===== config.mk =====
export PLATFORM = sky130hd
export DESIGN_NAME = bdle_ram
export DESIGN_NICKNAME = d
export VERILOG_FILES = /design/src/design/bdle_ram.sv
export SDC_FILE = /design/constraint.sdc
export NUM_CORES = 1
export LEC_CHECK = 0
export BUFFER_PORTS_ARGS = -buffer_cell sky130_fd_sc_hd__buf_4
export CAP_MARGIN = 20
export CORE_AREA = 3 3 303 305
export DETAILED_ROUTE_END_ITERATION = 10
export DIE_AREA = 0 0 306 308
export GPL_ROUTABILITY_DRIVEN = 0
export GPL_TIMING_DRIVEN = 0
export PLACE_DENSITY = 0.73
export SLEW_MARGIN = 40
export SYNTH_ARGS = -nofsm -noshare
export SYNTH_HDL_FRONTEND = slang
export SYNTH_SLANG_ARGS = --single-unit

===== constraint.sdc =====
create_clock -name clk -period 7 [get_ports clk]
set_clock_uncertainty 0.15 [all_clocks]
set_input_delay 1.75 -clock clk [delete_from_list [all_inputs] [get_ports clk]]
set_output_delay 1.75 -clock clk [all_outputs]
set_load 0.02 [all_outputs]

===== src/design/bdle_ram.sv =====
module bdle_ram #(
  parameter int W = 64,
  parameter int D = 16,
  localparam int AW = (D > 1) ? $clog2(D) : 1
) (
  input  logic          clk,
  input  logic          we,
  input  logic [AW-1:0] waddr,
  input  logic [W-1:0]  wdata,
  input  logic          re,
  input  logic [AW-1:0] raddr,
  output logic [W-1:0]  rdata
);

  logic [W-1:0] mem [D];

  always_ff @(posedge clk) begin
    if (we) mem[waddr] <= wdata;
    if (re) rdata <= mem[raddr];
  end

endmodule


# After elaboration in Yosys (flattened, before gate mapping)
# Memory sizes are Yosys's and may differ from the RTL's. A register that Yosys moved wholly into a read port is not among the register bits.
# Cells that the tools add are included.
# word_totals
regBits	0
latch_bits	0
ram_bits	1024
romBits	0
in_bits	75
output_inout_bits	64
wordCells	3
n_memories	1
# memory_table
memory	depth	width	read_ports	rd_clocked_by_memory_dff	wr	line_no	source
mem	16	64	1	1	1	15	logic [W-1:0] mem [D];
# op_classes
n_addsub	0
multipliers	0
div	0
order_cmp	0
n_eq_ne	0
n_shift	0
muxes	2
n_bitwise	0
reduce_logical	0
# op_table
op	count
two-way mux 1 bit	2

# Depth between registers and ports, before layout
# logic_depth
depth_word	2
depth_mapped	6
depth_no_buf	3

# Least setup slack after synthesis
# OpenSTA, ideal clock, no wires.
# synth_timing
kind	input-to-reg
from	input port waddr[2]
to	memory mem[0][0] (enable)
setup_time_ns	0.565
arrival_time_ns	6.613
setup_slack_ns	-0.329
stages	2
cell_sequence	or3b_2 -> nor3_1
# synth_lines
element	line_no	source
start, declared	8	input logic [AW-1:0] waddr,
end, declared	15	
# No word-level cell before the write port.

# Worst setup path after layout
# layout_timing
from	input port we
to	memory mem[12][35] (enable)
# layout_between
elab_chain_cells	2
# layout_rtl
element	line_no	source
start, declared	7	input logic we,
two-way mux 1 bit	18	if (we) mem[waddr] <= wdata;
two-way mux 1 bit (implied by the code)	18	
# Every way passes these cells.

==> metrics.txt <==
Mean Syn Cell Area=24.4 um^2; initial DRC count=~2300; R2R Path Start=mem[11][20]; CP Class=in2reg; #FFs+latches synth=1088; CTS tree=done; outcome=completed; Worst IR Drop VDD=0.225 mV; final hold violations=0; I/O Buffers=about 140; WL final=around 92000 um; met2 layer usage reported by global route=approximately 32%; Final Cycle Share=approximately 52%; share of layout cells above drive strength 1=between 30% and 40%; final std cells w/o fill=between 3000 and 4000; Setup WS pre-CTS=2710 ps; CP endpoint kind=flip-flop; Starting Density=between 40% and 50%; dominant cell type by area after synthesis=edfxtp_1; Pleak=15.4 nW; post-CTS sizing=0; Via density=around 6; register area share after synthesis=between 80% and 90%; worst hold path type=reg2reg; H-Tree Depth=3; cell area after placement=roughly 0.045 mm^2; pin count of the biggest net entering global routing=65; Residual DRC=0; syn nets=between 1500 and 2000; initial antenna violation count=7; core area=about 0.090 mm^2; Util after Layout=around 53%; most frequent cells in the layout=edfxtp_1 (1088), mux4_2 (256), buf_4 (149); Row Count=110; Detail Placement HPWL=roughly 57000 um; R2R depth=3; via count=between 15000 and 20000; Hold Path Stages=3; Routed wire per std cell=28.2 um; share of the synthesized area in the top cell type=about four fifths; post-route ant nets=0; RSZ-0062 raised after global routing=no; CP max FO=7; unique cell type count in the Yosys netlist=17; die area=between 0.09 and 0.1 mm^2; synth top area cells=edfxtp_1 (81%), mux4_2 (14%), a22oi_1 (2.4%); hold_buf cts=0; Worst-path clk slew=approximately 60 ps; Slew Limit Fails=0; area grow syn2layout=19.1%; Final #Nets=slightly above 2000; Worst EP required=7220 ps; Final setup viols=0; leading cell type in the layout, fill and taps excluded=edfxtp_1; global routing usage on met1=between 20% and 30%; Top-Level Pins=about 140; arrival time at the worst endpoint=3870 ps; Tightest Pin Transition=880 ps; mapped cell area=0.0402 mm^2; Clock Tree Buf Depth=3; reg2reg end=rdata[20]; Max Clk Rate=274 MHz; Final min period=3650 ps; Setup Buffers After CTS=0; GRT Max-Usage Layer=met2; grt met3 use=4.91%; placed cell count=about 3100; Hold Path End=rdata[44]; worst reg-to-reg setup slack=5210 ps; nature of the critical path startpoint=primary input; number of global-route vias before repair=20200; Worst-Skew Late Latency=roughly 670 ps; setup tns final=0 ps; CTS sink count=1088; relative slew slack=41.4%; hold_ws=between 500 and 600 ps; CTS buffer count=105; setup ws final=3350 ps; synth warn=0; clock root cell=clkbuf_16; first-pass GRT wire length=around 140000 um; router iterations before antenna repair=5; DIE WIDTH=just over 300 um; GRT Total Usage=about a fifth; Die Ht=approximately 310 um; grt ovf=0; Max Cap Violations=0; finished layout cell area=~0.048 mm^2; Final Total Pwr=about 14 mW; hold_sp=mem[15][44]; Fill cells=around 6500; Synth Instances=around 1600; Power Density=approximately 280 mW/mm^2
## registers in the layout (all words and copies together) (netlist names)
name   flops
rdata     64
mem     1024
## metal layers
metal / routed length, um / share of wire, %
met5: 30 / 0.033
met4: 2510 / 2.7
met3: 8950 / 9.7
met2: 45900 / 50
met1: 34500 / 38
## worst max-delay path, cell delays in order
cell and delay (ps):
buf_4 100, nand3_1 280, nor3_2 650, buf_2 380, buf_4 240, buf_2 240, buf_4 210
## cell families after synthesis
group / count (synthesis) / share of synthesized area, %
simple gates: 91 / 0.927
mux: 256 / 14.3
compound gates: 128 / 2.39
flops: 1088 / 81.2
buf+inv: 84 / 1.12
## worst max-delay path by stage
| stage | start | to | slack, ps | cells past startpoint |
|---|---|---|---|---|
| 3_5_place_dp | we | mem[12][41] | 2710 | 7 |
| 6_report | we | mem[12][35] | 3350 | 7 |
| 3_3_place_gp | we | mem[12][53] | -4900 | 3 |
| 5_1_grt | we | mem[12][35] | 3270 | 7 |
| 2_1_floorplan | we | mem[12][0] | 50 | 2 |
| 4_1_cts | we | mem[12][35] | 3420 | 7 |
## layout make-up
cell class / count / area (um^2) / share of cell area [%]
repair buffers: 235 / 2710 / 5.67
well taps: 1176 / 1470 / 3.07
flip-flops and latches: 1088 / 32700 / 68.2
plain buffers: 84 / 457 / 0.953
clock buffers: 134 / 2780 / 5.80
multi-input cells: 475 / 7230 / 15.1
clock inverters: 57 / 564 / 1.18
diodes: 5 / 12.5 / 0.0261
## cells in the mapped netlist (all sizes together)
cell    instances
buf            48
a22oi         128
mux4          256
nor2b           2
or3b            1
clkbuf         36
nor3            4
and2            1
nand3b          2
nor2           13
nand2          65
nand2b          2
nand3           1
edfxtp       1088
## report_power, final
part           switching (mW)  leakage (nW)  internal [mW]  total [mW]
combinational           0.438          3.89          0.309       0.747
clock                    2.32          1.63           3.17        5.50
sequential             0.0418          9.89           7.34        7.38
No activity file was read; power rests on OpenSTA's default activity.
