<file path="config.mk">
export PLATFORM = sky130hd
export DESIGN_NAME = bdle_xnor_unit
export DESIGN_NICKNAME = d
export VERILOG_FILES = /design/src/design/bdle_pkg.sv /design/src/design/bdle_xnor_unit.sv
export SDC_FILE = /design/constraint.sdc
export NUM_CORES = 2
export LEC_CHECK = 0
export CORE_AREA = 2 2 561 563
export DETAILED_ROUTE_END_ITERATION = 12
export DIE_AREA = 0 0 563 565
export DONT_BUFFER_PORTS = 1
export PLACE_DENSITY_LB_ADDON = 0.08
export SETUP_SLACK_MARGIN = 0.05
export SYNTH_ARGS = -nofsm -noshare
export SYNTH_HDL_FRONTEND = slang
export SYNTH_SLANG_ARGS = --single-unit
</file>
<file path="constraint.sdc">
create_clock -name vclk -period 8.47
set_input_delay 0.4235 -clock vclk [all_inputs]
set_output_delay 0.4235 -clock vclk [all_outputs]
set_load 0.03 [all_outputs]
</file>
<file path="src/design/bdle_pkg.sv">
package bdle_pkg;

  // command codes
  typedef enum logic [2:0] {
    CMD_LOAD   = 3'd0,
    CMD_WRITE  = 3'd1,
    CMD_FWD    = 3'd2,
    CMD_SCORE  = 3'd3,
    CMD_ARGMAX = 3'd4,
    CMD_UPDATE = 3'd5
  } cmd_t;

  // register indexes
  localparam logic [1:0] REG_LIMIT  = 2'd0;
  localparam logic [1:0] REG_INPUTS = 2'd1;
  localparam logic [1:0] REG_ROWS   = 2'd2;

  localparam int LANES    = 64;
  localparam int ACC_W    = 9;
  localparam int LIMIT_W  = 8;
  localparam int INPUTS_W = 11;
  localparam int ROWS_W   = 8;
  localparam int SCORE_W  = 12;
  localparam int POP_W    = 7;

  // update controls for the lane unit
  typedef struct packed {
    logic [LIMIT_W-1:0] limit;
    logic               target;
  } upd_ctl_t;

  function automatic logic [POP_W-1:0] pop64(input logic [LANES-1:0] x);
    logic [POP_W-1:0] c;
    c = '0;
    for (int i = 0; i < LANES; i++) c = c + POP_W'(x[i]);
    return c;
  endfunction

endpackage

</file>
<file path="src/design/bdle_xnor_unit.sv">
module bdle_xnor_unit (
  input  logic [bdle_pkg::LANES-1:0]                in_word,
  input  logic [bdle_pkg::LANES-1:0]                wt_word,
  input  logic [bdle_pkg::LANES*bdle_pkg::ACC_W-1:0] acc_word,
  input  logic [bdle_pkg::LANES-1:0]                mask,
  input  bdle_pkg::upd_ctl_t                        ctl,
  output logic [bdle_pkg::POP_W-1:0]                match_cnt,
  output logic [bdle_pkg::LANES-1:0]                new_wt,
  output logic [bdle_pkg::LANES*bdle_pkg::ACC_W-1:0] new_acc
);

  localparam int AW = bdle_pkg::ACC_W;

  // XNOR-popcount over bits in use
  assign match_cnt = bdle_pkg::pop64(~(in_word ^ wt_word) & mask);

  // saturating accumulator per lane
  always_comb begin
    logic signed [AW:0] a;
    logic signed [AW:0] lim;
    lim = $signed({2'b00, ctl.limit});
    for (int i = 0; i < bdle_pkg::LANES; i++) begin
      new_wt[i]          = wt_word[i];
      new_acc[i*AW +: AW] = acc_word[i*AW +: AW];
      a = $signed({acc_word[i*AW+AW-1], acc_word[i*AW +: AW]})
          + ((in_word[i] == ctl.target) ? (AW+1)'(1) : -(AW+1)'(1));
      if (mask[i]) begin
        if (a >= lim) begin
          new_wt[i]           = 1'b1;
          new_acc[i*AW +: AW] = lim[AW-1:0];
        end else if (a <= -lim) begin
          new_wt[i]           = 1'b0;
          new_acc[i*AW +: AW] = AW'(-lim);
        end else begin
          new_acc[i*AW +: AW] = a[AW-1:0];
        end
      end
    end
  end

endmodule

</file>
Yosys cells after proc, flatten, opt, wreduce, memory -nomap -nowiden
Index checks and enable logic that the tools add are counted.

Bits of input ports: 777. Register bits after elaboration: 0. Output and inout bits: 647. Word-level logic and storage cells: 771.

Magnitude comparators: 128. Equality and inequality tests: 64. Bitwise operators: 3. $add $sub $neg: 128. Multiplexer cells: 448.

Operators by type and width (count): $mux W9 (192); $add A9 B10 Y10 (64); $ge A10 B9 Y1 (64); $le A10 B10 Y1 (64); $mux W10 (64); $add A7 B1 Y7 (57); $mux W1 (192); $and A64 B64 Y64 (1); $eq A1 B1 Y1 (64); $not A64 Y64 (1); $xor A64 B64 Y64 (1); $neg A8 Y10 (1); $add A6 B1 Y7 (1); $add A5 B1 Y6 (1); $add A4 B1 Y5 (1); $add A3 B1 Y4 (1); $add A2 B1 Y3 (1); $add A1 B1 Y2 (1).

Depth between registers and ports, before layout
Word-level depth: 66. Mapped depth: 24. Depth with buffers taken out: 23.

Least setup slack after synthesis
OpenSTA, ideal clock, no wires.

Path kind: input-to-output. Start: in ctl[2] (netlist name). End: out new_acc[272] (netlist name). Data arrival time: 7.348 ns. Path slack: 0.698 ns. Buffers on the path: 4. Required time: 8.046 ns. Stages on the path: 15. Path through: clkbuf_1 -> inv_1 -> ha_1 -> clkbuf_1 -> nand3_1 -> xnor2_1 -> inv_2 -> clkbuf_1 -> ha_1 -> and4_1 -> and3_1 -> a311oi_1 -> clkbuf_1 -> a21oi_1 -> o311ai_1.

Cells in the longest elaborated chain, start to end: 5. Elaborated cells between the ends (all ways): 6. Classes of those cells: add/sub (1); order compare (2); mux (3).

Ends and longest elaborated chain: start, declared (line bdle_xnor_unit.sv:6) `input bdle_pkg::upd_ctl_t ctl,`; $neg A8 Y10 (line bdle_xnor_unit.sv:33) `new_acc[i*AW +: AW] = AW'(-lim);`; $le A10 B10 Y1 (line bdle_xnor_unit.sv:31) `end else if (a <= -lim) begin`; $mux W9 (line bdle_xnor_unit.sv:31); $mux W9 * (line bdle_xnor_unit.sv:28) `if (a >= lim) begin`; $mux W9 * (line bdle_xnor_unit.sv:27) `if (mask[i]) begin`; end, declared (line bdle_xnor_unit.sv:9) `output logic [bdle_pkg::LANES*bdle_pkg::ACC_W-1:0] new_acc`.

Every way passes the cells marked *; elsewhere a longest branch is shown, timed or not.

Worst setup path after layout
Start: in wt_word[35] (netlist name). End: out match_cnt[6] (netlist name).

Cells in the longest elaborated chain, start to end: 32.

Ends and longest elaborated chain: start, declared (line bdle_xnor_unit.sv:3) `input logic [bdle_pkg::LANES-1:0] wt_word,`; $xor A64 B64 Y64 (line bdle_xnor_unit.sv:15) `assign match_cnt = bdle_pkg::pop64(~(in_word ^ wt_word) & mask);`; $not A64 Y64 (line bdle_xnor_unit.sv:15); $and A64 B64 Y64 (line bdle_xnor_unit.sv:15); $add A7 B1 Y7 (29 in series) (line bdle_pkg.sv:35) `for (int i = 0; i < LANES; i++) c = c + POP_W'(x[i]);`; end, declared (line bdle_xnor_unit.sv:7) `output logic [bdle_pkg::POP_W-1:0] match_cnt,`.

Every way passes these cells.

==> impl_metrics.toml <==
[finish]
seq_area_sq_um = 0
fin_nets = 11784
final_area_sq_um = 76020
drive_gt1_share_pct = 7.043
final_common_cell = "ha_1"
area_growth_pct = 10.33
nFlopsAndLatches = 0
n_clock_buffer = 0
layout_common_cells = "1615 x ha_1, 675 x nor2_1, 650 x nand2_1, 611 x inv_1, 609 x a21oi_1"

[route]
routedWlPerCell_um = 32.50
drt_iter0_drc = 6241
vias_per_cell = 5.585
first_pass_iters = 9
wl_um = 438500
antenna_left = 0
drc = 0
num_vias = 75352

[grt]
antenna_found_initial = 61
grt_pass1_wl_um = 592200
track_usage_pct = 26.17
grt_pass1_vias = 71391
overflow = 0
grt_max_degree = 90

[placement]
place_ws_ps = 823.8
place_area_sq_um = 75820
hpwlAfterDp_um = 336700
port_buffers = 0
place_congestion = 0.9138

[sta]
fmax_mhz = 128.7
worst_pin_slew_ps = 1490
slew_violations = 0
tns_ps = 0
setup_violations = 0
rsz0062_at_grt = "no"
period_share_pct = 91.70
fin_ws_ps = 702.8
holdWs_ps = 1031
fin_crit_ps = 7767
final_hold_viol_count = 0
relSlewSlack_pct = 0.5248

[worst_setup_path]
cp-endpoint = "match_cnt[6]"
end_kind = "output port"
cp.required_ps = 8050
cp_max_fo = 2
crit_type = "input port to output port"
crit_path_start = "wt_word[35]"
worstSetupStartpointType = "input port"
arrival_ps = 7340

[power]
power.density_nw_per_um2 = 246.3
leakagePower_uw = 0.03448
max-vdd-ir-drop_mv = 1.324
totalPowerFinal_uw = 18720

[floorplan]
fp.dieW_um = 563
die_h_um = 565
io_pins = 1424
die_area_sq_um = 318100
initial_core_util_pct = 22.13
rows = 205
core_area_sq_um = 311400

[job]
cap_violations = 2

[status]
status = "finished with violations"
violations = "capacitance limit"

[min_path]
hold_path.class = "input port to output port"

[synth]
avgSynthCellArea_sq_um = 7.392
synth.distinct_cells = 88
syn_area_sq_um = 68900
syn_inst = 9322
synth_nets = 11833
yosysSeqAreaShare_pct = 0
yosys_warnings = 0

[clocking]
post_cts_resized = 0
postCtsSetupBuffers = 0
cts_hold_buffers = 0
-- report_power, final --
part	internal (uW)	total, uW	switching [uW]
Sequential	0	0	0
Clock	0.00119	0.00119	0
Combinational	6330	18700	12400
-- per-stage QoR --
stage,utilization [%],instances
after floorplan,-,9322
after global placement,24.34,13410
after detailed placement,24.35,13411
after CTS,24.35,13411
after global routing,24.39,13468
final,24.41,13493
-- routing by layer --
metal | wire [um] | vias to the layer above | GRT usage (%)
met3 | 35200 | 464 | 6.749
met1 | 182400 | 36728 | 31.86
met5 | 28 | - | 0
met4 | 19510 | 4 | 10.81
li1 | - | 35332 | -
met2 | 201400 | 2824 | 43.53
-- kinds of logic after synthesis --
| logic type | after synthesis | synth area share (%) |
|---|---|---|
| mux | 491 | 7.441 |
| simple gates | 2679 | 18.78 |
| compound gates | 2823 | 28.23 |
| fa+ha+maj | 1734 | 32.77 |
| buf+inv | 1038 | 5.694 |
| xor+xnor | 557 | 7.091 |
-- worst max-delay path, stage by stage --
cell and delay (ps):
xor2_1 140, nor2_1 660, fa_1 690, fa_1 540
fa_1 550, inv_1 60, fa_1 500, inv_1 50
fa_1 430, fa_1 500, fa_1 560, inv_1 60
fa_1 520, inv_1 70, fa_1 460, a21oi_1 180
nor2_1 60, nor2_1 150, nor2b_1 70, o21ai_0 150
nand2b_1 240, buf_4 260
-- synth_stat cells, drive strengths merged, types with 75 or more instances --
master	count	area, sq um
o2111ai	75	656.9
nand2b	109	681.9
a31oi	195	1220
ha	1616	20220
a21o	198	1486
nand2	651	2444
fa	118	2362
a211o	77	674.4
nand3	400	2002
mux2	170	1914
nand4	124	775.7
a21oi	614	3077
o31ai	138	1095
xor2	192	1682
a211oi	144	1081
o311ai	164	1436
o211ai	169	1269
o21ai	420	2102
nor2	677	2541
and3	76	475.5
inv	628	2357
nor2b	260	1627
mux2i	321	3213
clkbuf	343	1287
xnor2	365	3204
nor3	162	815.8
-- area by class of cell --
| type | instances | area [sq um] |
|---|---|---|
| antenna | 82 | 205.2 |
| inverter | 648 | 2517 |
| fill | 34451 | 235400 |
| tap | 4140 | 5180 |
| multi-input combinational | 8284 | 65480 |
| timing repair buffer | 339 | 2644 |
-- worst min-delay path by stage --
| stage | from | to | slack, ps | cells past startpoint |
|---|---|---|---|---|
| 2_1_floorplan | acc_word[353] | new_acc[353] | 1050 | 2 |
| 3_3_place_gp | mask[27] | new_acc[244] | 1030 | 1 |
| 3_5_place_dp | mask[31] | new_acc[280] | 1030 | 1 |
| 4_1_cts | mask[31] | new_acc[280] | 1030 | 1 |
| 5_1_grt | mask[17] | new_acc[154] | 1030 | 1 |
| 6_report | mask[31] | new_acc[280] | 1030 | 1 |
No activity file was read; power rests on OpenSTA's default activity.
